===== src/hdl/dwc_pkg.sv =====
// ----------------------------------------------------------------------------
// dwc_pkg
// Types and constants shared by the delay window controller.
// ----------------------------------------------------------------------------
package dwc_pkg;

  localparam int SEQ_W    = 32;
  localparam int TIME_W   = 32;
  localparam int WIN_W    = 32;
  localparam int OUTST_W  = 9;
  localparam int DELAY_W  = 16;
  localparam int STEP_W   = 8;
  localparam int ADDR_W   = 4;
  localparam int DATA_W   = 32;
  // entry layout: valid | seq | send time
  localparam int ENT_W    = 1 + SEQ_W + TIME_W;

  localparam logic [WIN_W-1:0]   WINDOW_RESET = 32'd100;
  localparam logic [WIN_W-1:0]   WINDOW_MAX   = 32'hFFFF_FFFF;
  localparam logic [DELAY_W-1:0] LOW_RESET    = 16'd20;
  localparam logic [DELAY_W-1:0] HIGH_RESET   = 16'd100;
  localparam logic [STEP_W-1:0]  INC_RESET    = 8'd1;
  localparam logic [STEP_W-1:0]  DEC_RESET    = 8'd5;

  localparam logic MODE_SEND = 1'b0;
  localparam logic MODE_ACK  = 1'b1;

  typedef enum logic [1:0] {
    REG_LOW_DELAY  = 2'd0,
    REG_HIGH_DELAY = 2'd1,
    REG_INC_STEP   = 2'd2,
    REG_DEC_STEP   = 2'd3
  } reg_idx_e;

  typedef struct packed {
    logic [DELAY_W-1:0] low_delay;
    logic [DELAY_W-1:0] high_delay;
    logic [STEP_W-1:0]  inc_step;
    logic [STEP_W-1:0]  dec_step;
  } cfg_t;

endpackage


===== src/hdl/dwc_cfg_regs.sv =====
// ----------------------------------------------------------------------------
// dwc_cfg_regs
// APB register bank: delay thresholds and window steps.
// ----------------------------------------------------------------------------
module dwc_cfg_regs import dwc_pkg::*; (
  input  logic              clk_i,
  input  logic              rst_ni,
  input  logic              psel,
  input  logic              penable,
  input  logic              pwrite,
  input  logic [ADDR_W-1:0] paddr,
  input  logic [DATA_W-1:0] pwdata,
  output logic [DATA_W-1:0] prdata,
  output logic              pready,
  output cfg_t              cfg_o
);

  cfg_t     cfg_q;
  reg_idx_e idx;
  logic     wr_en;

  assign pready = 1'b1;
  assign idx    = reg_idx_e'(paddr[3:2]);
  assign wr_en  = psel & penable & pwrite;
  assign cfg_o  = cfg_q;

  always_ff @(posedge clk_i or negedge rst_ni) begin
    if (!rst_ni) begin
      cfg_q.low_delay  <= LOW_RESET;
      cfg_q.high_delay <= HIGH_RESET;
      cfg_q.inc_step   <= INC_RESET;
      cfg_q.dec_step   <= DEC_RESET;
    end else if (wr_en) begin
      unique case (idx)
        REG_LOW_DELAY:  cfg_q.low_delay  <= pwdata[DELAY_W-1:0];
        REG_HIGH_DELAY: cfg_q.high_delay <= pwdata[DELAY_W-1:0];
        REG_INC_STEP:   cfg_q.inc_step   <= pwdata[STEP_W-1:0];
        REG_DEC_STEP:   cfg_q.dec_step   <= pwdata[STEP_W-1:0];
      endcase
    end
  end

  always_comb begin
    unique case (idx)
      REG_LOW_DELAY:  prdata = {{(DATA_W-DELAY_W){1'b0}}, cfg_q.low_delay};
      REG_HIGH_DELAY: prdata = {{(DATA_W-DELAY_W){1'b0}}, cfg_q.high_delay};
      REG_INC_STEP:   prdata = {{(DATA_W-STEP_W){1'b0}}, cfg_q.inc_step};
      REG_DEC_STEP:   prdata = {{(DATA_W-STEP_W){1'b0}}, cfg_q.dec_step};
    endcase
  end

endmodule


===== config.mk =====
export PLATFORM = sky130hd
export DESIGN_NAME = dwc_cfg_regs
export DESIGN_NICKNAME = d
export VERILOG_FILES = /design/src/hdl/dwc_pkg.sv /design/src/hdl/dwc_cfg_regs.sv
export SDC_FILE = /design/constraint.sdc
export NUM_CORES = 1
export LEC_CHECK = 0
export BUFFER_PORTS_ARGS = -buffer_cell sky130_fd_sc_hd__clkbuf_2
export CELL_PAD_IN_SITES_DETAIL_PLACEMENT = 1
export CELL_PAD_IN_SITES_GLOBAL_PLACEMENT = 1
export CORE_ASPECT_RATIO = 2
export CORE_UTILIZATION = 37
export CTS_CLUSTER_SIZE = 40
export DETAILED_ROUTE_END_ITERATION = 16
export PLACE_DENSITY = 0.9
export RECOVER_POWER = 100
export SYNTH_ARGS = -nofsm -noshare
export SYNTH_HDL_FRONTEND = slang
export SYNTH_SLANG_ARGS = --single-unit

===== constraint.sdc =====
create_clock -name clk_i -period 2.2 [get_ports clk_i]
set_input_delay 0.44 -clock clk_i [delete_from_list [all_inputs] [get_ports clk_i]]
set_output_delay 0.44 -clock clk_i [all_outputs]
set_load 0.1 [all_outputs]

==> out/results.tsv, run 1 <==
metric	value	unit
fillers	663	
syn_avg_cell_area	15.2	sq um
drc	0	
cts_buffer_depth	2	
area.growth.synth_to_final	24.7	%
cts_hold_buffers	0	
largest_reg_flops	48	
drt_iter0_drc	20	
hp-class	input port to register	
die_y	114	um
num_vias	1548	
grt_overflow	0	
route.antenna.remaining_nets	0	
wl_per_cell	17.0	um
dr.pass1.iters	4	
synthCells	154	
ys_seq_area_share	51.7	%
clk_latency	270	ps
r2r-start	cfg_o[23]	
start_util	38.7	%
final_common_cell	clkbuf_2	
setup_viol	0	
finClkSkew	0	ps
reg2reg_depth	1	
relSlewSlack	20.6	%
hold_start	pwdata[9]	
worst_r2r_endpoint	cfg_o[23]	
antenna_found_initial	0	
final-max-slew-violation-count	0	
cts_resized	0	
drt-total-wl	5.61	mm
dp_hpwl	4.34	mm
core_area	0.00606	sq mm
grt_pass1_vias	1646	
synthArstFlopShare	100	%
crit_arrival	1590	ps
status	complete, no violations	
final_net_count	286	
final_cells	330	
layout-drive-gt1-share	52.4	%
synth_warnings	0	
period_share	92.3	%
die_area	0.00667	sq mm
cts_num_sinks	48	
endpoint_kind	primary output	
netlist-cell-type-count	21	
synth_edf_count	0	
cts_root_buf	clkbuf_16	
dp_cells	322	
worst_pin_slew	1200	ps
cp_max_fo	19	
path_class	input port to primary output	
syn-cell-area	0.00234	sq mm
whs_path_depth	2	
vias_per_cell	4.69	
fin_hold_ws	398	ps
num_rows	40	
worstPathRequired	1760	ps
min_period	2030	ps
htree_levels	2	
fmax	0.492	GHz
ys_ff_latch	48	
synth_ff_type	dfrtp_1	
io_buffers	86	
r2r_slack	1370	ps
ios	122	
tritoncts	yes	
hold_end	cfg_o[25]	
cts_made_buffers	5	
hold_viol_final	0	
rsz0062_at_grt	no	
startpoint_type	input port	
chipWidth	58.2	um
clk_pin_slew	60	ps
final_cell_mix	clkbuf_2 (54), dfrtp_1 (40), mux2_2 (38)	
postCtsSetupBuffers	0	
grt_use_total	18.1	%
antenna_cells	0	
max_cap_viol_count	0	
gp_congestion	0.731	
grt_first_pass_wirelength	8.94	mm
grt_max_degree	49	
logic make-up after synthesis:
kind of cell  share of synthesized area, %
other cells                          0.321
mux                                   36.6
buf+inv                               8.34
flops                                 51.7
simple gates                          2.99
metal layers:
metal / GRT usage, % / vias up / wire length, um
li1: - / 692 / -
met1: 18.9 / 790 / 1980
met2: 35.5 / 62 / 3370
met3: 2.26 / 4 / 191
met4: 5.71 / 0 / 70
met5: 0 / - / 0
cell usage after synthesis, types with 2 or more instances:
master   number  area [sq um]
buf_2         3          15.0
buf_4        18           135
buf_6         2          22.5
conb_1        2          7.51
dfrtp_1      40          1000
dfstp_2       8           210
mux2_2       38           428
mux2_4       10           150
mux2i_1       8          80.1
mux4_1        5           131
mux4_2        3          67.6
nor2_1        8          30.0
per-stage QoR:
step	area [sq um]	setup WS [ps]	utilization [%]	setup TNS [ps]
after floorplan	2420	-180	-	-869
after global routing	2920	126	48.2	0
after CTS	3230	240	53.3	0
final	2920	169	48.2	0
after detailed placement	3080	245	50.9	0
after global placement	3080	259	50.9	0
worst max-delay path, stage by stage:
cell      delay (ps)
clkbuf_1         120
buf_12           210
mux4_2           520
clkbuf_4         290
area by class of cell:
| class | instances | area, sq um | area share, % |
|---|---|---|---|
| clock buffer | 8 | 146 | 5.01 |
| tap | 84 | 105 | 3.60 |
| sequential | 48 | 1210 | 41.5 |
| timing repair buffer | 94 | 478 | 16.4 |
| inverter | 1 | 3.75 | 0.129 |
| multi-input combinational | 95 | 976 | 33.4 |
worst max-delay path by stage:
stage | slack [ps] | start | end | cells after the start
after floorplan | -180 | cfg_o[24] | prdata[8] | 2
after global placement | 260 | paddr[2] | prdata[1] | 4
after detailed placement | 240 | paddr[2] | prdata[0] | 4
after CTS | 240 | paddr[2] | prdata[0] | 4
after global routing | 130 | paddr[2] | prdata[4] | 4
final | 170 | paddr[2] | prdata[1] | 4
Power of run 1 is left out: the tool's default activity adds up to more than one toggle a clock period on the data nets, which glitch-free logic cannot reach.
==> run 2, diff against run 1 <==
- CORE_ASPECT_RATIO: 2 -> 1.75
==> run 2 against run 1 <==
Effect of this change: worst hold slack lost 73 ps; non-clock buffer count grew 2; worst setup slack lost 12 ps; sequential share of layout area shrank 1.3 points; critical path depth is the same; final cell count shrank 0.61%; global-route usage is essentially flat; via count grew 0.13%; final area grew 3.3%; clock skew is the same; largest cell class unchanged.
==> out/results.tsv, run 2 (synthesis results as in run 1) <==
metric	value	unit	change
setup_viol	0		unchanged
critPathBufInv	3		unchanged
fin_util	49.2	%	was 48.2%
period_share	92.9	%	was 92.3%
wl_per_cell	17.1	um	was 17.0 um
final_net_count	288		was 286
worst_r2r_endpoint	cfg_o[27]		was cfg_o[23]
path_delay_family	buffers and inverters		unchanged
finClkSkew	0	ps	unchanged
startpoint_type	input port		unchanged
r2r_slack	1360	ps	was 1370 ps
grt_overflow	0		unchanged
cts_hold_buffers	0		unchanged
max_cap_viol_count	0		unchanged
grt_max_degree	29		was 49
endpoint_kind	primary output		unchanged
met3_usage	2.66	%	was 2.26%
cts_num_sinks	48		unchanged
largest_reg_flops	48		unchanged
final-max-slew-violation-count	0		unchanged
die_y	107	um	was 114 um
reg2reg_depth	1		unchanged
relSlewSlack	25.4	%	was 20.6%
dp_hpwl	4.41	mm	was 4.34 mm
crit_arrival	1600	ps	was 1590 ps
antenna_cells	0		unchanged
fmax	0.489	GHz	was 0.492 GHz
gr-max-usage-layer	met2		unchanged
hp-class	input port to async pin		was input port to register
grt_use_total	18.1	%	about the same
cp_slowest_cell	mux4_2		unchanged
route.antenna.remaining_nets	0		unchanged
ios	122		unchanged
clk_pin_slew	90	ps	was 60 ps
chipWidth	62.1	um	was 58.2 um
cts_buffer_depth	2		unchanged
drt_iter0_drc	30		was 20
fillers	667		was 663
finalSetupTns	0	ps	unchanged
drt-total-wl	5.61	mm	about the same
r2r-start	cfg_o[27]		was cfg_o[23]
rsz0062_at_grt	no		unchanged
hold_viol_final	0		unchanged
grt_first_pass_wirelength	9.09	mm	was 8.94 mm
htree_levels	2		unchanged
layout-drive-gt1-share	60.1	%	was 52.4%
postCtsSetupBuffers	0		unchanged
antenna_found_initial	0		unchanged
core_area	0.00613	sq mm	was 0.00606 sq mm
dr.pass1.iters	2		was 4
gp_congestion	0.759		was 0.731
grt_pass1_vias	1660		was 1646
io_buffers	86		unchanged
final_cell_mix	clkbuf_2 (69), dfrtp_1 (40), mux2_2 (38)		was clkbuf_2 (54), dfrtp_1 (40), mux2_2 (38)
path_class	input port to primary output		unchanged
cp_max_fo	15		was 19
cts_resized	0		unchanged
met2_usage	34.5	%	was 35.5%
crit_path_cell_trace	clkbuf_1, buf_12, mux4_2, buf_4		was clkbuf_1, buf_12, mux4_2, clkbuf_4
drc	0		unchanged
status	complete, no violations		unchanged
grt_use_met1	19.8	%	was 18.9%
num_vias	1550		was 1548
start_util	38.2	%	was 38.7%
worstPathRequired	1760	ps	about the same
cts_root_buf	clkbuf_8		was clkbuf_16
min_period	2040	ps	was 2030 ps
vias_per_cell	4.73		was 4.69
tritoncts	yes		unchanged
final_common_cell	clkbuf_2		unchanged
die_area	0.00666	sq mm	was 0.00667 sq mm
cts_made_buffers	5		unchanged
dp_cells	320		was 322
clk_latency	290	ps	was 270 ps
num_rows	38		was 40
worst_pin_slew	1120	ps	was 1200 ps
final_cells	328		was 330
critPathMaxStageDelay	520	ps	about the same
area.growth.synth_to_final	28.8	%	was 24.7%
-- run 2: cell count changes in the layout (fill, tap and decap cells not counted), moves of 5 or more --
cell / delta
clkbuf_1: -15
clkbuf_4: -5
buf_1: -5
clkbuf_16: -5
clkbuf_2: +15
buf_4: +5
-- run 2: stage by stage --
step / instance area [sq um] / hold slack (ps) / setup slack [ps]
floorplan: 2420 / 144 / -180
finish: 3020 / 326 / 157
global placement: 3100 / 443 / 265
CTS: 3260 / 112 / 235
global route: 3020 / 358 / 117
detailed placement: 3100 / 450 / 235
-- run 2: how the worst max path moves through the flow --
stage                            to  depth (start not counted)  slack [ps]      start
final                     prdata[0]                          4         160   paddr[2]
after global routing      prdata[4]                          4         120   paddr[2]
after CTS                 prdata[4]                          4         240   paddr[2]
after detailed placement  prdata[4]                          4         240   paddr[2]
after global placement    prdata[4]                          4         270   paddr[2]
after floorplan           prdata[8]                          2        -180  cfg_o[24]
-- run 2: area by class of cell --
class / count / area (sq um) / area share [%]
clock buffers: 5 / 68.8 / 2.28
clock inverters: 3 / 90.1 / 2.99
inverters: 1 / 3.75 / 0.124
multi-input cells: 95 / 971 / 32.2
flip-flops and latches: 48 / 1210 / 40.2
well taps: 80 / 100 / 3.32
repair buffers: 96 / 571 / 18.9
-- run 2: routing by layer --
| metal | vias up | wire (um) |
|---|---|---|
| met5 | - | 0 |
| li1 | 694 | - |
| met3 | 5 | 217 |
| met2 | 59 | 3340 |
| met4 | 0 | 89 |
| met1 | 792 | 1970 |
Power of run 2 is left out for the same reason.
==> run 3, diff against run 2 <==
- CORE_UTILIZATION: 37 -> 30
- PLACE_DENSITY: 0.9 -> 0.76
- TNS_END_PERCENT: unset -> 50
==> run 3 against run 2 <==
Effect of this change: final area is 1.2% higher; fmax rose by 0.12%; critical endpoint is now prdata[6]; clock skew stayed put.
==> out/results.tsv, run 3 (synthesis results as in run 1) <==
metric	value	unit	change
path_delay_family	multiplexers		was buffers and inverters
die_y	119	um	was 107 um
drt_iter0_drc	46		was 30
cts_num_sinks	48		unchanged
crit_arrival	1600	ps	about the same
io_buffers	86		unchanged
num_vias	1587		was 1550
relSlewSlack	21.0	%	was 25.4%
dp_hpwl	4.34	mm	was 4.41 mm
rsz0062_at_grt	no		unchanged
r2r_slack	1370	ps	was 1360 ps
min_period	2040	ps	about the same
whs_path_depth	2		
core_area	0.00757	sq mm	was 0.00613 sq mm
setup_viol	0		unchanged
cts_root_buf	clkbuf_16		was clkbuf_8
chipWidth	68.8	um	was 62.1 um
route.antenna.remaining_nets	0		unchanged
postCtsSetupBuffers	0		unchanged
start_util	30.9	%	was 38.2%
antenna_cells	0		unchanged
grt_max_degree	49		was 29
crit_path_cell_trace	clkbuf_2, buf_12, mux4_1, buf_4		was clkbuf_1, buf_12, mux4_2, buf_4
hold_viol_final	0		unchanged
critPathMaxStageDelay	600	ps	was 520 ps
cts_buffer_depth	2		unchanged
grt_use_total	15.6	%	was 18.1%
area.growth.synth_to_final	30.4	%	was 28.8%
final-max-slew-violation-count	0		unchanged
die_area	0.00817	sq mm	was 0.00666 sq mm
hp-class	input port to register		was input port to async pin
final_net_count	290		was 288
r2r-start	cfg_o[26]		was cfg_o[27]
clk_pin_slew	60	ps	was 90 ps
clk_latency	280	ps	was 290 ps
startpoint_type	input port		unchanged
fmax	0.490	GHz	was 0.489 GHz
cts_hold_buffers	0		unchanged
cp-endpoint	prdata[6]		was prdata[0]
hold_start	pwdata[8]		
num_rows	42		was 38
worstPathRequired	1760	ps	about the same
endpoint_kind	primary output		unchanged
cts_resized	0		unchanged
worst_pin_slew	1190	ps	was 1120 ps
path_class	input port to primary output		unchanged
antenna_found_initial	0		unchanged
max_cap_viol_count	0		unchanged
reg2reg_depth	1		unchanged
cp_max_fo	16		was 15
dr.pass1.iters	4		was 2
drt-total-wl	5.85	mm	was 5.61 mm
period_share	92.8	%	was 92.9%
vias_per_cell	4.70		was 4.73
ios	122		unchanged
cts_made_buffers	5		unchanged
fillers	855		was 667
cp_num_cells	4		unchanged
drc	0		unchanged
cp_slowest_cell	mux4_1		was mux4_2
gp_congestion	0.655		was 0.759
grt_overflow	0		unchanged
grt_first_pass_wirelength	9.05	mm	was 9.09 mm
worst_r2r_endpoint	cfg_o[26]		was cfg_o[27]
finalSetupTns	0	ps	unchanged
final_common_cell	clkbuf_2		unchanged
wl_per_cell	17.3	um	was 17.1 um
tritoncts	yes		unchanged
crit_start	paddr[2]		unchanged
final_cell_mix	clkbuf_2 (61), dfrtp_1 (40), mux2_2 (38)		was clkbuf_2 (69), dfrtp_1 (40), mux2_2 (38)
htree_levels	2		unchanged
critPathBufInv	3		unchanged
grt_pass1_vias	1665		was 1660
largest_reg_flops	48		unchanged
status	complete, no violations		unchanged
finClkSkew	0	ps	unchanged
layout-drive-gt1-share	54.0	%	was 60.1%
==> run 3: cell count changes in the layout (fill, tap and decap cells not counted), sizes merged <==
cell,before,now
buf,18,10
clkbuf,83,94
clkinv,0,2
bufinv,3,0
==> run 3: area by class of cell <==
| cell class | instances | area (sq um) | share of cell area (%) |
|---|---|---|---|
| Sequential cell | 48 | 1210 | 39.7 |
| Multi-Input combinational cell | 95 | 991 | 32.5 |
| Timing Repair Buffer | 98 | 587 | 19.2 |
| Clock buffer | 6 | 139 | 4.55 |
| Tap cell | 88 | 110 | 3.61 |
| Clock inverter | 2 | 10.0 | 0.328 |
| Inverter | 1 | 3.75 | 0.123 |
==> run 3: metal layers <==
metal / GRT usage (%) / share of wire [%] / vias up
met3: 3.64 / 5.4 / 5
met4: 5.36 / 1.4 / 0
met2: 27.2 / 55 / 65
met1: 17.7 / 38 / 809
li1: - / - / 708
met5: 0 / 0 / -
==> run 3: how the worst min path moves through the flow <==
stage                      endpoint  slack, ps
final                     cfg_o[24]        380
after global routing      cfg_o[24]        390
after CTS                 cfg_o[25]        270
after detailed placement   cfg_o[5]        510
after global placement    cfg_o[17]        510
after floorplan           cfg_o[10]        140
==> run 3: per-stage QoR <==
| step | cells | cell area, sq um | worst slack (ps) | util (%) | hold slack (ps) |
|---|---|---|---|---|---|
| after floorplan | 169 | 2440 | -180 | - | 144 |
| after global placement | 330 | 3140 | 190 | 41.5 | 512 |
| after detailed placement | 330 | 3140 | 174 | 41.5 | 512 |
| after CTS | 338 | 3290 | 158 | 43.5 | 271 |
| after global routing | 338 | 3050 | 101 | 40.3 | 395 |
| final | 338 | 3050 | 159 | 40.3 | 382 |
Power of run 3 is left out for the same reason.
