==> config.mk <==
export PLATFORM = sky130hd
export DESIGN_NAME = dwc_scan_ctrl_flat
export DESIGN_NICKNAME = d
export VERILOG_FILES = /design/src/hdl/dwc_pkg.sv /design/src/hdl/dwc_in_if.sv /design/src/hdl/dwc_out_if.sv /design/src/hdl/dwc_scan_ctrl.sv /design/src/flat_wrapper.sv
export SDC_FILE = /design/constraint.sdc
export NUM_CORES = 1
export LEC_CHECK = 0
export BUFFER_PORTS_ARGS = -buffer_cell sky130_fd_sc_hd__buf_2
export CORE_AREA = 4 4 207 309
export CTS_CLUSTER_SIZE = 20
export DETAILED_ROUTE_END_ITERATION = 12
export DIE_AREA = 0 0 211 313
export PLACE_DENSITY = 0.48
export RECOVER_POWER = 25
export SYNTH_ARGS = -nofsm -noshare
export SYNTH_HDL_FRONTEND = slang
export SYNTH_SLANG_ARGS = --single-unit
export TNS_END_PERCENT = 50
==> constraint.sdc <==
create_clock -name clk_i -period 8.2 [get_ports clk_i]
set_clock_uncertainty 0.2 [all_clocks]
set_input_delay 0.41 -clock clk_i [delete_from_list [all_inputs] [get_ports clk_i]]
set_output_delay 0.41 -clock clk_i [all_outputs]
set_load 0.005 [all_outputs]
==> src/hdl/dwc_pkg.sv <==
// ----------------------------------------------------------------------------
// dwc_pkg
// Types and constants shared by the delay window controller.
// ----------------------------------------------------------------------------
package dwc_pkg;

  localparam int SEQ_W    = 32;
  localparam int TIME_W   = 32;
  localparam int WIN_W    = 32;
  localparam int OUTST_W  = 9;
  localparam int DELAY_W  = 16;
  localparam int STEP_W   = 8;
  localparam int ADDR_W   = 4;
  localparam int DATA_W   = 32;
  // entry layout: valid | seq | send time
  localparam int ENT_W    = 1 + SEQ_W + TIME_W;

  localparam logic [WIN_W-1:0]   WINDOW_RESET = 32'd100;
  localparam logic [WIN_W-1:0]   WINDOW_MAX   = 32'hFFFF_FFFF;
  localparam logic [DELAY_W-1:0] LOW_RESET    = 16'd20;
  localparam logic [DELAY_W-1:0] HIGH_RESET   = 16'd100;
  localparam logic [STEP_W-1:0]  INC_RESET    = 8'd1;
  localparam logic [STEP_W-1:0]  DEC_RESET    = 8'd5;

  localparam logic MODE_SEND = 1'b0;
  localparam logic MODE_ACK  = 1'b1;

  typedef enum logic [1:0] {
    REG_LOW_DELAY  = 2'd0,
    REG_HIGH_DELAY = 2'd1,
    REG_INC_STEP   = 2'd2,
    REG_DEC_STEP   = 2'd3
  } reg_idx_e;

  typedef struct packed {
    logic [DELAY_W-1:0] low_delay;
    logic [DELAY_W-1:0] high_delay;
    logic [STEP_W-1:0]  inc_step;
    logic [STEP_W-1:0]  dec_step;
  } cfg_t;

endpackage

==> src/hdl/dwc_in_if.sv <==
// ----------------------------------------------------------------------------
// dwc_in_if
// Event channel: one word per send or ack event.
// ----------------------------------------------------------------------------
interface dwc_in_if import dwc_pkg::*; ();
  logic              valid;
  logic              ready;
  logic              mode;
  logic [SEQ_W-1:0]  seq_num;
  logic [TIME_W-1:0] sent_at_ms;
  logic [TIME_W-1:0] now_ms;

  modport source (output valid, mode, seq_num, sent_at_ms, now_ms, input ready);
  modport sink   (input valid, mode, seq_num, sent_at_ms, now_ms, output ready);
endinterface

==> src/hdl/dwc_out_if.sv <==
// ----------------------------------------------------------------------------
// dwc_out_if
// Result channel: one word per event.
// ----------------------------------------------------------------------------
interface dwc_out_if import dwc_pkg::*; ();
  logic               valid;
  logic               ready;
  logic [WIN_W-1:0]   window_datagrams;
  logic               table_full;
  logic [OUTST_W-1:0] outstanding;

  modport source (output valid, window_datagrams, table_full, outstanding, input ready);
  modport sink   (input valid, window_datagrams, table_full, outstanding, output ready);
endinterface

==> src/hdl/dwc_scan_ctrl.sv <==
// ----------------------------------------------------------------------------
// dwc_scan_ctrl
// Per-event table sweep: drop entries holding the event's sequence number, find
// a free slot, check ages, update the window and hold the result word.
// ----------------------------------------------------------------------------
module dwc_scan_ctrl import dwc_pkg::*; #(
  parameter int TABLE_DEPTH = 256
) (
  input  logic                           clk_i,
  input  logic                           rst_ni,
  input  cfg_t                           cfg_i,
  dwc_in_if.sink                         in_i,
  dwc_out_if.source                      out_o,
  output logic                           mem_we_o,
  output logic [$clog2(TABLE_DEPTH)-1:0] mem_waddr_o,
  output logic [ENT_W-1:0]               mem_wdata_o,
  output logic                           mem_re_o,
  output logic [$clog2(TABLE_DEPTH)-1:0] mem_raddr_o,
  input  logic [ENT_W-1:0]               mem_rdata_i
);

  localparam int IDX_W = $clog2(TABLE_DEPTH);
  localparam int CNT_W = $clog2(TABLE_DEPTH + 1);

  typedef enum logic [2:0] {
    ST_CLEAR,
    ST_IDLE,
    ST_SCAN,
    ST_FINISH,
    ST_OUT
  } state_e;

  state_e             state_q;
  logic [CNT_W-1:0]   cnt_q;
  logic               rd_vld_q;
  logic [IDX_W-1:0]   rd_idx_q;
  logic               mode_q;
  logic [SEQ_W-1:0]   seq_q;
  logic [TIME_W-1:0]  sent_q;
  logic [TIME_W-1:0]  now_q;
  logic               free_found_q;
  logic [IDX_W-1:0]   free_idx_q;
  logic               grow_q;
  logic               shrink_q;
  logic               new_grow_q;
  logic               new_shrink_q;
  logic [CNT_W-1:0]   count_q;
  logic [WIN_W-1:0]   window_q;
  logic               full_q;
  logic               out_valid_q;
  logic [WIN_W-1:0]   out_window_q;
  logic               out_full_q;
  logic [OUTST_W-1:0] out_outst_q;

  logic               scan_rd;
  logic               rd_valid;
  logic               rd_match;
  logic               rd_keep;
  logic [TIME_W-1:0]  rd_age;
  logic [TIME_W-1:0]  new_age;
  logic [TIME_W-1:0]  low_ext;
  logic [TIME_W-1:0]  high_ext;
  logic               is_send;
  logic               do_store;
  logic               shrink_all;
  logic               grow_all;
  logic [WIN_W:0]     grow_sum;
  logic [WIN_W-1:0]   win_grown;
  logic [WIN_W-1:0]   win_shrunk;
  logic [WIN_W-1:0]   win_next;
  logic [CNT_W+OUTST_W-1:0] count_ext;

  assign scan_rd  = (state_q == ST_SCAN) && (cnt_q != CNT_W'(TABLE_DEPTH));
  assign rd_valid = mem_rdata_i[ENT_W-1];
  assign rd_match = rd_valid && (mem_rdata_i[SEQ_W+TIME_W-1:TIME_W] == seq_q);
  assign rd_keep  = rd_valid && !rd_match;
  assign rd_age   = now_q - mem_rdata_i[TIME_W-1:0];
  assign new_age  = now_q - sent_q;
  assign low_ext  = {{(TIME_W-DELAY_W){1'b0}}, cfg_i.low_delay};
  assign high_ext = {{(TIME_W-DELAY_W){1'b0}}, cfg_i.high_delay};
  assign is_send  = (mode_q == MODE_SEND);
  assign do_store = is_send && free_found_q;

  assign shrink_all = shrink_q || (do_store && new_shrink_q);
  assign grow_all   = grow_q || (do_store && new_grow_q);
  assign grow_sum   = {1'b0, window_q} + {{(WIN_W+1-STEP_W){1'b0}}, cfg_i.inc_step};
  assign win_grown  = grow_sum[WIN_W] ? WINDOW_MAX : grow_sum[WIN_W-1:0];
  assign win_shrunk = (window_q < {{(WIN_W-STEP_W){1'b0}}, cfg_i.dec_step}) ? '0 :
                      window_q - {{(WIN_W-STEP_W){1'b0}}, cfg_i.dec_step};
  assign count_ext  = {{OUTST_W{1'b0}}, count_q};

  always_comb begin
    if (!is_send) begin
      win_next = win_grown;
    end else if (shrink_all) begin
      win_next = win_shrunk;
    end else if (grow_all) begin
      win_next = win_grown;
    end else begin
      win_next = window_q;
    end
  end

  assign mem_re_o    = scan_rd;
  assign mem_raddr_o = cnt_q[IDX_W-1:0];

  always_comb begin
    mem_we_o    = 1'b0;
    mem_waddr_o = cnt_q[IDX_W-1:0];
    mem_wdata_o = '0;
    priority if (state_q == ST_CLEAR) begin
      mem_we_o = 1'b1;
    end else if (state_q == ST_SCAN && rd_vld_q && rd_match) begin
      mem_we_o    = 1'b1;
      mem_waddr_o = rd_idx_q;
      mem_wdata_o = {1'b0, mem_rdata_i[ENT_W-2:0]};
    end else if (state_q == ST_FINISH && do_store) begin
      mem_we_o    = 1'b1;
      mem_waddr_o = free_idx_q;
      mem_wdata_o = {1'b1, seq_q, sent_q};
    end
  end

  assign in_i.ready             = (state_q == ST_IDLE);
  assign out_o.valid            = out_valid_q;
  assign out_o.window_datagrams = out_window_q;
  assign out_o.table_full       = out_full_q;
  assign out_o.outstanding      = out_outst_q;

  always_ff @(posedge clk_i or negedge rst_ni) begin
    if (!rst_ni) begin
      state_q      <= ST_CLEAR;
      cnt_q        <= '0;
      rd_vld_q     <= 1'b0;
      rd_idx_q     <= '0;
      mode_q       <= MODE_SEND;
      seq_q        <= '0;
      sent_q       <= '0;
      now_q        <= '0;
      free_found_q <= 1'b0;
      free_idx_q   <= '0;
      grow_q       <= 1'b0;
      shrink_q     <= 1'b0;
      new_grow_q   <= 1'b0;
      new_shrink_q <= 1'b0;
      count_q      <= '0;
      window_q     <= WINDOW_RESET;
      full_q       <= 1'b0;
      out_valid_q  <= 1'b0;
      out_window_q <= '0;
      out_full_q   <= 1'b0;
      out_outst_q  <= '0;
    end else begin
      if (out_valid_q && out_o.ready && (state_q != ST_OUT)) begin
        out_valid_q <= 1'b0;
      end
      unique case (state_q)
        ST_CLEAR: begin
          if (cnt_q == CNT_W'(TABLE_DEPTH - 1)) begin
            cnt_q   <= '0;
            state_q <= ST_IDLE;
          end else begin
            cnt_q <= cnt_q + 1'b1;
          end
        end
        ST_IDLE: begin
          if (in_i.valid) begin
            mode_q       <= in_i.mode;
            seq_q        <= in_i.seq_num;
            sent_q       <= in_i.sent_at_ms;
            now_q        <= in_i.now_ms;
            cnt_q        <= '0;
            rd_vld_q     <= 1'b0;
            free_found_q <= 1'b0;
            grow_q       <= 1'b0;
            shrink_q     <= 1'b0;
            state_q      <= ST_SCAN;
          end
        end
        ST_SCAN: begin
          rd_vld_q     <= scan_rd;
          rd_idx_q     <= cnt_q[IDX_W-1:0];
          new_grow_q   <= (new_age <= low_ext);
          new_shrink_q <= (new_age >= high_ext);
          if (scan_rd) begin
            cnt_q <= cnt_q + 1'b1;
          end
          if (rd_vld_q) begin
            if (rd_match) begin
              count_q <= count_q - 1'b1;
            end
            if (!rd_keep && !free_found_q) begin
              free_found_q <= 1'b1;
              free_idx_q   <= rd_idx_q;
            end
            if (rd_keep && is_send) begin
              if (rd_age <= low_ext) grow_q <= 1'b1;
              if (rd_age >= high_ext) shrink_q <= 1'b1;
            end
          end
          if (!scan_rd && !rd_vld_q) begin
            state_q <= ST_FINISH;
          end
        end
        ST_FINISH: begin
          window_q <= win_next;
          full_q   <= is_send && !free_found_q;
          if (do_store) begin
            count_q <= count_q + 1'b1;
          end
          state_q <= ST_OUT;
        end
        ST_OUT: begin
          if (!out_valid_q || out_o.ready) begin
            out_valid_q  <= 1'b1;
            out_window_q <= window_q;
            out_full_q   <= full_q;
            out_outst_q  <= count_ext[OUTST_W-1:0];
            state_q      <= ST_IDLE;
          end
        end
        default: state_q <= ST_IDLE;
      endcase
    end
  end

endmodule

==> src/flat_wrapper.sv <==
// flat-port wrapper written by rule: the top's interface ports become plain ports
module dwc_scan_ctrl_flat import dwc_pkg::*;
#(
  parameter int TABLE_DEPTH = 256
)
  (clk_i, rst_ni, cfg_i, mem_we_o, mem_waddr_o, mem_wdata_o, mem_re_o, mem_raddr_o, mem_rdata_i, in_i_valid, in_i_mode, in_i_seq_num, in_i_sent_at_ms, in_i_now_ms, in_i_ready, out_o_valid, out_o_window_datagrams, out_o_table_full, out_o_outstanding, out_o_ready);
  dwc_in_if in_i_i ();
  dwc_out_if out_o_i ();
  input  logic clk_i;
  input  logic rst_ni;
  input  cfg_t cfg_i;
  output logic mem_we_o;
  output logic [$clog2(TABLE_DEPTH)-1:0] mem_waddr_o;
  output logic [ENT_W-1:0] mem_wdata_o;
  output logic mem_re_o;
  output logic [$clog2(TABLE_DEPTH)-1:0] mem_raddr_o;
  input  logic [ENT_W-1:0] mem_rdata_i;
  input wire logic [$bits(in_i_i.valid)-1:0] in_i_valid;
  input wire logic [$bits(in_i_i.mode)-1:0] in_i_mode;
  input wire logic [$bits(in_i_i.seq_num)-1:0] in_i_seq_num;
  input wire logic [$bits(in_i_i.sent_at_ms)-1:0] in_i_sent_at_ms;
  input wire logic [$bits(in_i_i.now_ms)-1:0] in_i_now_ms;
  output wire logic [$bits(in_i_i.ready)-1:0] in_i_ready;
  output wire logic [$bits(out_o_i.valid)-1:0] out_o_valid;
  output wire logic [$bits(out_o_i.window_datagrams)-1:0] out_o_window_datagrams;
  output wire logic [$bits(out_o_i.table_full)-1:0] out_o_table_full;
  output wire logic [$bits(out_o_i.outstanding)-1:0] out_o_outstanding;
  input wire logic [$bits(out_o_i.ready)-1:0] out_o_ready;
  assign in_i_i.valid = in_i_valid;
  assign in_i_i.mode = in_i_mode;
  assign in_i_i.seq_num = in_i_seq_num;
  assign in_i_i.sent_at_ms = in_i_sent_at_ms;
  assign in_i_i.now_ms = in_i_now_ms;
  assign in_i_ready = in_i_i.ready;
  assign out_o_valid = out_o_i.valid;
  assign out_o_window_datagrams = out_o_i.window_datagrams;
  assign out_o_table_full = out_o_i.table_full;
  assign out_o_outstanding = out_o_i.outstanding;
  assign out_o_i.ready = out_o_ready;
  dwc_scan_ctrl #(.TABLE_DEPTH(TABLE_DEPTH)) u_core (.clk_i(clk_i), .rst_ni(rst_ni), .cfg_i(cfg_i), .in_i(in_i_i), .out_o(out_o_i), .mem_we_o(mem_we_o), .mem_waddr_o(mem_waddr_o), .mem_wdata_o(mem_wdata_o), .mem_re_o(mem_re_o), .mem_raddr_o(mem_raddr_o), .mem_rdata_i(mem_rdata_i));
endmodule
==> results of run 1 <==
## sequential cells by signal, indices dropped and copies added (netlist names)
name and flops:
u_core.count_q 9, u_core.sent_q 32, u_core.state_q 3, u_core.rd_vld_q 1, u_core.shrink_q 1, u_core.out_o.table_full 1
u_core.out_o.valid 1, u_core.mode_q 1, u_core.free_found_q 1, u_core.grow_q 1, u_core.new_shrink_q 1, u_core.now_q 32
u_core.rd_idx_q 8, u_core.cnt_q 9, u_core.seq_q 32, u_core.new_grow_q 1, u_core.full_q 1, u_core.free_idx_q 8
u_core.window_q 32, u_core.out_o.window_datagrams 32, u_core.out_o.outstanding 9
## cells in the mapped netlist, types with 7 or more instances
library cell,instances
nand2_1,386
dfrtp_1,213
ha_1,153
o21ai_0,143
inv_1,138
a21oi_1,132
nor2_1,99
clkbuf_1,88
xnor2_1,79
a22o_1,64
mux2_2,46
nand4_1,42
nand3_1,36
a21o_1,35
nor3_1,33
xor2_1,31
o21a_1,21
nand2b_1,20
a211oi_1,18
a22oi_1,16
and3_1,14
nor4_1,14
a31oi_1,12
nor2b_1,12
o211ai_1,12
and2_1,11
mux2i_1,11
o31ai_1,11
or3_1,11
buf_2,10
buf_4,10
o21bai_1,8
or4_1,7
## per-stage QoR
stage | std cells | hold WS, ps
after CTS | 3243 | 23.1
after global routing | 3246 | 77.3
after detailed placement | 3100 | 265
after floorplan | 2064 | -85.6
final | 3248 | 63.8
after global placement | 3100 | 261
## power groups by stage
| stage | Sequential [mW] | Combinational, mW | Clock, mW |
|---|---|---|---|
| after CTS | 1.99 | 5.61 | 1.25 |
| after detailed placement | 2.01 | 5.53 | 0 |
| final | 1.99 | 5.60 | 1.19 |
| after global routing | 2.06 | 6.22 | 1.28 |
| after floorplan | 1.80 | 3.93 | 0 |
| after global placement | 1.99 | 5.45 | 0 |
## cell families (layout without fill, tap and decap cells)
| family | after synthesis | in the layout | share of synthesized area (%) |
|---|---|---|---|
| DFF | 216 | 216 | 31.8 |
| other | 0 | 5 | 0 |
| AOI/OAI and AO/OA | 565 | 565 | 22.3 |
| buffers and inverters | 249 | 637 | 5.89 |
| adders and majority gates | 158 | 158 | 11.9 |
| xor gates and xnor gates | 110 | 110 | 5.67 |
| and+or+nand+nor | 709 | 709 | 18.8 |
| muxes | 57 | 57 | 3.70 |
## worst max-delay path by stage
| stage | from | to | slack, ps | cells after the start |
|---|---|---|---|---|
| final | u_core.state_q[2] | mem_waddr_o[3] | 3540 | 9 |
| after global routing | u_core.now_q[0] | u_core.grow_q | 3190 | 19 |
| after CTS | u_core.state_q[2] | mem_waddr_o[3] | 3440 | 9 |
| after detailed placement | mem_rdata_i[0] | u_core.grow_q | 3400 | 19 |
| after global placement | mem_rdata_i[0] | u_core.grow_q | 3460 | 19 |
| after floorplan | mem_rdata_i[0] | u_core.grow_q | 4170 | 18 |
## area by class of cell
cell class,instances,area (µm²)
clock buffers,36,759
inverters,138,518
diodes,5,12.5
clock inverters,9,101
flip-flops and latches,216,5410
repair buffers,454,2780
multi-input cells,1599,10600
fillers,6486,40100
well taps,791,990
## critical path, stage by stage, from the launching register on
cell     delay (ps)
dfrtp_1         490
nor2_1          200
and2_1          610
nand3_1         250
nor2_4          790
buf_4           590
nor2_2          220
nand2_1         130
nand2_1          60
buf_2           130
## metal layers
metal,global-route usage [%],wire [µm]
met2,37.1,36200
met4,7.27,2580
met3,2.46,3360
met5,0,13
met1,22.0,25300
## timing repair
action | 4_1_cts | 5_1_grt
resized for setup | 0 | 0
hold endpoints to repair | 184 | 0
hold buffers | 98 | 0
setup endpoints to repair | 0 | 0
==> results.md, run 1 <==
* Result of the run: completed
* Wire length per cell at between 20 and 25 µm
* Portion of total power attributed to combinational logic at between 60 and 70%
* GR Util All Layers at between 15 and 20%
* Initial core utilization at between 20% and 30%
* First DRT Iteration DRCs at 837
* Area added between synthesis and finish at 24.7%
* Worst endpoint required time at between 7000 and 8000 ps
* Most area-consuming cells after synthesis: dfrtp_1, ha_1, nand2_1
* Normalized max-slew margin at between 10% and 20%
* Post-route setup slack at around 3500 ps
* RSZ-0062 raised after global routing: no
* Cts bufs inserted at 26
* Synthesized netlist net count at 2436
* Std-Cell Core Area at a little over 0.06 mm²
* Height of the die at roughly 310 µm
* Aggregate negative setup slack at 0 ps
* Cell-internal power at ~4.4 mW
* H-tree depth reported by CTS at 1
* Detailed-route vias per instance at 5.19
* Proportion of netlist area held by the largest area contributor at 31.4%
* Crit. End Element: output pin
* Maximum number of pins on one net before global-route repair at 127
* Mean area per synthesized cell at approximately 8.2 µm²
* Layout cell share with drive strength beyond 1 at a little under a fifth
* Overflow left after global routing at 0
* Worst reg2reg path startpoint: u_core.now_q[0]
* Static leakage power at between 10 and 15 nW
* Worst hold start: cfg_i[8]
* End-of-flow core utilization at ~35%
* Antenna-violating nets left at 0
* Clock tree from TritonCTS: done
* DRT Wirelength at 67500 µm
* Port Buffers at 340
* Clock latency at the later pin of the worst-skew pair at 550 ps
* Highest-count cells in the layout ignoring fill and taps: nand2_1, buf_2, dfrtp_1, ha_1, o21ai_0
* Hold Crit Endpoint: u_core.window_q[0]
* Maximum frequency from static timing analysis at 0.214 GHz
* Number of different library cells in the post-synthesis netlist at 84
* Initial antenna violation count at 6
* Arrival time worst endpoint at about 4100 ps
* Sequential share of the synthesized area at 31.8%
* Wire length of the first global-routing pass at around 100000 µm
* EDFF count, synth at 0
* Number of buffers inserted by post-CTS setup repair at 0
* Post-DP Area at approximately 0.019 mm²
* Min-delay worst type: input pin to register
* Clock-pin slew on the worst setup and hold paths at ~70 ps
* Kind of start point of the critical path: register
* Biggest fanout along the worst timing path at 39
* Most common library cell in the layout ignoring fill and taps: nand2_1
* Number of placed I/O pins at between 300 and 400
* Vias in the first global route at between 15000 and 20000
* Final net count at roughly 2800
* Power share of the sequential group at 22.7%
* Clock network power share at a little over an eighth
* Cell count of the worst hold path at 4
* CTS Root Cell: clkbuf_16
* Final Hold Fails at 0
* Net load switching power at between 4 and 5 mW
* Net Sw Frac at around half
* R2r setup slk at roughly 3600 ps
* Worst flop-to-flop path endpoint: u_core.grow_q
* Reported max-cap violation count at 0
* Post-Place Worst Slack at roughly 3400 ps
* Final cycle utilization of the critical path at a little under three fifths
* Warning count from the yosys run at 0
* Synth area leader: dfrtp_1
* Most frequently used flop master after synthesis: dfrtp_1
* Number of slew-limit violations in the final report at 0
* Maximum VDD drop at ~190 µV
* Overall power of the completed layout at between 8 and 9 mW
* Die extent in x at between 200 and 250 µm
* Number of synthesized register bits at approximately 220
* Number of design rule violations left after detail routing at 0
* Total half-perimeter wirelength after legalization and detailed placement at 53200 µm
* Routability congestion estimate from global placement at 0.948
* Fin crit period at approximately 4700 ps
* Cell area after technology mapping at approximately 0.017 mm²
* Gate count after technology mapping at 2064
* Vias post-DR at roughly 17000
* Clock sinks at 216
* Post-route standard cell area excluding fillers at 0.0212 mm²
* Standard-cell rows at 111
* Power per cell area at 415 mW/mm²
* Setup-violating endpoint count in the final report at 0
* Async SR Flop Fraction at 100%
* Crit path kind: register to output pin
* Worst-case clock buffer depth at 3
* Slew at the pin with the worst max-slew slack at between 1000 and 1500 ps
* Area of the die at 0.0660 mm²
* Worst r2r path cells at 19
* Detailed-router iteration count before antenna repair at 5
(Power assumes the default switching activity.)
==> inputs of run 2 (changes only) <==
--- a/config.mk
+++ b/config.mk
@@ -10,7 +10,7 @@
 export CTS_CLUSTER_SIZE = 20
 export DETAILED_ROUTE_END_ITERATION = 12
 export DIE_AREA = 0 0 211 313
-export PLACE_DENSITY = 0.48
+export PLACE_DENSITY = 0.5
 export RECOVER_POWER = 25
 export SYNTH_ARGS = -nofsm -noshare
 export SYNTH_HDL_FRONTEND = slang
==> constraint.sdc (replaced) <==
create_clock -name clk_i -period 4.12 [get_ports clk_i]
set_clock_uncertainty 0.2 [all_clocks]
set_input_delay 0.206 -clock clk_i [delete_from_list [all_inputs] [get_ports clk_i]]
set_output_delay 0.206 -clock clk_i [all_outputs]
set_load 0.005 [all_outputs]
==> results.md, run 2 (synthesis gave the netlist of run 1 again) <==
* Fin crit period at between 4000 and 5000 ps
* Final cycle utilization of the critical path at 97.3%
* Area added between synthesis and finish at 30.2%
* Cell-by-cell listing of the critical path: ha_1 -> nor2b_2 -> o31ai_2 -> buf_4 -> a31o_2 -> and2_1 -> xnor2_2 -> ha_1 -> a21o_1 -> a21o_1 -> a211oi_2 -> o21bai_1 -> a21o_1 -> a221oi_2 -> o21ai_2 -> or4_1 -> o21ai_1
* Detailed-route vias per instance at 5.13 (-1.3%)
* Maximum number of pins on one net before global-route repair at 97 (-24%)
* Initial antenna violation count at 4 (-2)
* Slew at the pin with the worst max-slew slack at 2760 ps (+1520 ps)
* Final Hold Fails at 0 (unchanged)
* Worst r2r path cells at 17 (-2)
* Vias in the first global route at 18100 (+4.2%)
* Post-DP Area at 0.0199 mm² (+3.0%)
* Area of the die at 0.0660 mm² (unchanged)
* H-tree depth reported by CTS at 1 (unchanged)
* Routability congestion estimate from global placement at 0.979 (+3.3%)
* DRT Wirelength at 68000 µm (+0.71%)
* Sequential cell area in the final layout at 0.00541 mm² (unchanged)
* Violated checks: max-capacitance violations, max-slew violations
* Port Buffers at 340 (unchanged)
* Setup-violating endpoint count in the final report at 0 (unchanged)
* Final net count at 2901 (+3.3%)
* Number of slew-limit violations in the final report at 96 (+96)
* Detailed-router iteration count before antenna repair at 5 (unchanged)
* # placed instances at 3176 (+2.5%)
* Highest-count cells in the layout ignoring fill and taps: nand2_1, buf_2, dfrtp_1, ha_1
* R2r setup slk at 110 ps (-3440 ps)
* Static leakage power at 10.8 nW (+5.1%)
* Maximum frequency from static timing analysis at between 0.2 and 0.25 GHz
* RSZ-0062 raised after global routing: yes
* Critical-path cell with the highest stage delay: or4_1
* Number of placed I/O pins at 341 (unchanged)
* Die extent in x at 211 µm (unchanged)
* Clock-pin slew on the worst setup and hold paths at 60 ps (about the same)
* Worst path buffer plus inverter count at 1 (-1)
* Standard-cell rows at 111 (unchanged)
* Clock latency at the later pin of the worst-skew pair at 580 ps (+30 ps)
* Total area of multi-input combinational cells at 0.0108 mm² (+1.6%)
* Crit. End Element: register
* Post-route setup slack at 112 ps (-3430 ps)
* Power per cell area at 828 mW/mm² (+100%)
* Crit. path cell count at 17 (+8)
* Worst endpoint required time at 4420 ps (-3170 ps)
* Total half-perimeter wirelength after legalization and detailed placement at 54300 µm (+1.9%)
* Clock tree from TritonCTS: done
* Arrival time worst endpoint at 4310 ps (+260 ps)
* Non-Filler Instances at 3343 (+2.9%)
* Maximum VDD drop at 516 µV (+170%)
* Biggest fanout along the worst timing path at 3 (-92%)
* Crit path kind: register to register
* Initial core utilization at 27.7% (unchanged)
* Top cell family by delay on the critical path: compound AO/OA/AOI/OAI gates
* Cell count of the worst hold path at 7 (+3)
* Result of the run: finished, violations left
* Worst-case clock buffer depth at 3 (unchanged)
* Post-Place Worst Slack at -412 ps (-3810 ps)
* Min-delay worst type: input pin to register
* Std-Cell Core Area at 0.0612 mm² (unchanged)
* Vias post-DR at 17100 (+1.6%)
* Worst Hold Margin at 72.5 ps (+8.74 ps)
* Wire length of the first global-routing pass at 104000 µm (+2.1%)
* Cts bufs inserted at 27 (+3.8%)
* Overflow left after global routing at 0 (unchanged)
* Most common library cell in the layout ignoring fill and taps: nand2_1
* Antenna-violating nets left at 0 (unchanged)
* CTS Root Cell: clkbuf_16
* GR Util All Layers at 19.9% (+0.38 points)
* Wire length per cell at 20.3 µm (-2.2%)
* Reported max-cap violation count at 1 (+1)
* Kind of start point of the critical path: register
* First DRT Iteration DRCs at 881 (+5.3%)
* Post-route standard cell area excluding fillers at 0.0221 mm² (+4.5%)
* Number of design rule violations left after detail routing at 0 (unchanged)
* Normalized max-slew margin at -84.3% (-100 points)
* Filler Cells Inserted at 6459 (-0.42%)
* Cell mode on critical path: a21o_1
* Layout cell share with drive strength beyond 1 at 22.6% (+4.2 points)
* Height of the die at 313 µm (unchanged)
* Maximum cell stage delay along the critical path at 470 ps (-320 ps)
* Clock sinks at 216 (unchanged)
## run 2: cell count changes in the layout (fill, tap and decap cells not counted), sizes merged
cell         before  now
buf             323  419
clkbuf           69   56
clkinv            5    4
clkinvlp          1    2
diode             5    3
dlygate4sd3      98  110
inv             139  141
## run 2: tightest hold or removal path: cells and delay by family
| kind | cells | cell delay, ps |
|---|---|---|
| buf+inv | 2 | 150 |
| fa+ha+maj | 1 | 170 |
| compound gates | 3 | 190 |
| xor+xnor | 1 | 120 |
## run 2: final cells by class
cell class,count,area share [%]
Clock buffer,38,3.47
Clock inverter,11,0.549
Sequential cell,216,24.5
Inverter,138,2.34
Multi-Input combinational cell,1599,48.7
Tap cell,791,4.47
Antenna cell,3,0.0339
Timing Repair Buffer,547,16.0
## run 2: worst paths after layout
kind                                                   from                                to
min                                                cfg_i[2]                u_core.window_q[2]
max reg2reg                                 u_core.now_q[1]                     u_core.grow_q
max in group asynchronous                            rst_ni               u_core.window_q[29]
min in group asynchronous                            rst_ni       u_core.out_o.outstanding[8]
max                                         u_core.now_q[1]                     u_core.grow_q
min reg2reg                u_core.out_o.window_datagrams[1]  u_core.out_o.window_datagrams[1]
## run 2: routing by layer
layer / GRT usage [%] / share of wire (%) / up-vias
met5: 0 / 0.013 / -
met3: 2.69 / 4.8 / 128
met2: 38.6 / 54 / 515
li1: - / - / 8255
met4: 6.84 / 3.7 / 2
met1: 21.8 / 38 / 8233
## run 2: repair_timing
item | CTS | global route
hold endpoints to repair | 203 | 0
buffers inserted | 2 | 4
setup endpoints to repair | 3 | 4
gates resized for setup | 12 | 25
gates cloned | 0 | 0
hold buffers | 110 | 0
pin swaps | 5 | 18
## run 2: report_power, final
group	switching, mW	internal (mW)	total [mW]
clock network	1.02	1.42	2.44
registers	0.956	3.02	3.98
logic	6.86	5.04	11.9
## run 2: stage by stage
step,TNS [ps],utilization [%],total power [mW]
after floorplan,0,-,11.4
after global placement,-463,32.6,15.3
after detailed placement,-484,32.6,15.5
after CTS,0,35.9,18.2
after global routing,-66.7,36.1,20.0
final,0,36.1,18.3
==> inputs of run 3 (changes only) <==
--- a/config.mk
+++ b/config.mk
@@ -6,7 +6,9 @@
 export NUM_CORES = 1
 export LEC_CHECK = 0
 export BUFFER_PORTS_ARGS = -buffer_cell sky130_fd_sc_hd__buf_2
+export CAP_MARGIN = 20
 export CORE_AREA = 4 4 207 309
+export CTS_BUF_LIST = sky130_fd_sc_hd__clkbuf_2
 export CTS_CLUSTER_SIZE = 20
 export DETAILED_ROUTE_END_ITERATION = 12
 export DIE_AREA = 0 0 211 313
==> results.md, run 3 (synthesis gave the netlist of run 1 again) <==
* DRT Wirelength at 74500 µm (+9.6%)
* Sequential cell area in the final layout at 0.00541 mm² (unchanged)
* Clock sinks at 216 (unchanged)
* Height of the die at 313 µm (unchanged)
* Wire length per cell at 19.5 µm (-4.1%)
* Number of placed I/O pins at 341 (unchanged)
* Port Buffers at 340 (unchanged)
* Worst endpoint required time at 4940 ps (+520 ps)
* Die extent in x at 211 µm (unchanged)
* Final Hold Fails at 0 (unchanged)
* Number of slew-limit violations in the final report at 104 (+8.3%)
* Violated checks: max-capacitance violations, max-slew violations
* Number of design rule violations left after detail routing at 0 (unchanged)
* Initial antenna violation count at 7 (+3)
* Worst reg2reg path startpoint: u_core.now_q[18]
* Biggest fanout along the worst timing path at 6 (+3)
* Worst hold start: cfg_i[18]
* Result of the run: finished, violations left
* Total half-perimeter wirelength after legalization and detailed placement at 54300 µm (unchanged)
* Clock tree from TritonCTS: done
* Post-route standard cell area excluding fillers at 0.0261 mm² (+18%)
* H-tree depth reported by CTS at 2 (+1)
* Static leakage power at 12.5 nW (+16%)
* Cell count of the worst hold path at 9 (+2)
* Std-Cell Core Area at 0.0612 mm² (unchanged)
* Hold Crit Endpoint: u_core.new_shrink_q
* Final cycle utilization of the critical path at 98.4% (+1.1 points)
* Maximum VDD drop at 390 µV (-24%)
* Clock latency at the later pin of the worst-skew pair at 1130 ps (+550 ps)
* CTS Root Cell: clkbuf_2
* Worst Hold Margin at 142 ps (+69.5 ps)
* Detailed-router iteration count before antenna repair at 5 (unchanged)
* Power per cell area at 750 mW/mm² (-9.5%)
* Highest-count cells in the layout ignoring fill and taps: dlygate4sd3_1, nand2_1, buf_2, dfrtp_1, ha_1
* Maximum frequency from static timing analysis at 0.247 GHz (-1.1%)
* Arrival time worst endpoint at 4870 ps (+560 ps)
* Min-delay worst type: input pin to register
* Clock-pin slew on the worst setup and hold paths at 140 ps (+80 ps)
* Antenna-violating nets left at 0 (unchanged)
* RSZ-0062 raised after global routing: yes
* Vias in the first global route at 20800 (+15%)
* Detailed-route vias per instance at 5.05 (-1.4%)
* Post-Place Worst Slack at -412 ps (unchanged)
* Fin crit period at 4050 ps (+45.5 ps)
* Final net count at 3346 (+15%)
* Post-route setup slack at 66.6 ps (-45.5 ps)
* Worst flop-to-flop path endpoint: u_core.shrink_q
* Normalized max-slew margin at -33.5% (+51 points)
* Cts bufs inserted at 60 (+120%)
* Vias post-DR at 19300 (+13%)
* Kind of start point of the critical path: register
* Crit path kind: register to register
* Worst-case clock buffer depth at 3 (unchanged)
* Area added between synthesis and finish at 53.9%
* GR Util All Layers at 22.0% (+2.1 points)
* Standard-cell rows at 111 (unchanged)
* Routability congestion estimate from global placement at 0.979 (unchanged)
* Total area of multi-input combinational cells at 0.0109 mm² (+1.1%)
* Overflow left after global routing at 0 (unchanged)
* Wire length of the first global-routing pass at 115000 µm (+11%)
* Most common library cell in the layout ignoring fill and taps: dlygate4sd3_1
* Layout cell share with drive strength beyond 1 at 22.0% (-0.60 points)
* Area of the die at 0.0660 mm² (unchanged)
* Slew at the pin with the worst max-slew slack at 2000 ps (-762 ps)
* Crit. End Element: register
* R2r setup slk at 70 ps (-50 ps)
* Initial core utilization at 27.7% (unchanged)
* Setup-violating endpoint count in the final report at 0 (unchanged)
* Post-DP Area at 0.0199 mm² (unchanged)
* Worst r2r path cells at 11 (-6)
* Maximum number of pins on one net before global-route repair at 94 (-3.1%)
* Reported max-cap violation count at 2 (+1)
* Filler Cells Inserted at 6061 (-6.2%)
* First DRT Iteration DRCs at 932 (+5.8%)
run 3: changes by cell type in the layout (fill, tap and decap cells not counted), moves of 16 or more:
| cell | change |
|---|---|
| clkbuf_2 | +81 |
| clkbuf_16 | -27 |
| clkbuf_1 | -19 |
| dlygate4sd3_1 | +406 |
| buf_2 | +16 |
| clkinv_1 | +16 |
run 3: worst max-delay path, stage by stage, from the launching register on:
cell and delay [ps]:
dfrtp_1 420, ha_1 410, a21oi_1 340, o21ai_0 160
a21oi_1 540, or4_1 230, a31oi_1 80, dlygate4sd3_1 570
a2111oi_0 460, buf_4 200, nand4_1 140, o21ba_1 220
run 3: worst max-delay path by stage:
stage / endpoint / slack [ps] / start / cells past startpoint
after global placement: u_core.grow_q / -450 / u_core.now_q[0] / 20
after CTS: u_core.grow_q / -10 / u_core.now_q[0] / 20
final: u_core.shrink_q / 70 / u_core.now_q[18] / 11
after global routing: u_core.new_grow_q / -8 / u_core.now_q[11] / 13
after detailed placement: u_core.grow_q / -410 / u_core.now_q[0] / 20
after floorplan: u_core.grow_q / 160 / u_core.now_q[0] / 19
run 3: where the power goes:
part	leakage [nW]	internal [mW]	switching, mW
Clock	0.454	0.810	1.09
Combinational	9.28	6.45	7.24
Sequential	2.73	3.01	0.985
run 3: repair_timing:
action | 4_1_cts | 5_1_grt
endpoints found under the hold margin | 381 | 0
hold buffers | 518 | 0
resized for setup | 18 | 47
buffers inserted | 5 | 5
pin swaps | 5 | 24
endpoints found under the setup margin | 76 | 72
run 3: stage by stage:
stage / std cells / setup TNS (ps) / util, % / total power, mW
2_1_floorplan: 2064 / 0 / - / 11.4
3_3_place_gp: 3176 / -463 / 32.6 / 15.3
3_5_place_dp: 3176 / -484 / 32.6 / 15.5
4_1_cts: 3809 / -10.9 / 42.3 / 19.2
5_1_grt: 3819 / -8.13 / 42.7 / 21.3
6_report: 3820 / 0 / 42.7 / 19.6
run 3: per-layer routing:
metal  part of all wire (%)  vias to the layer above  track usage (%)  routed length (µm)
met5                  0.036                        -                0                  27
met2                     54                      666             42.3               39900
met1                     36                     9250             22.8               26800
li1                       -                     9181                -                   -
met4                    5.0                        4             10.0                3750
met3                    5.3                      205             3.91                3940
run 3: layout make-up:
class	count	share of cell area, %
antenna	7	0.0670
inverter	138	1.98
multi-input combinational	1599	41.7
clock inverter	28	0.857
clock buffer	82	1.57
tap	791	3.79
sequential	216	20.7
timing repair buffer	959	29.3
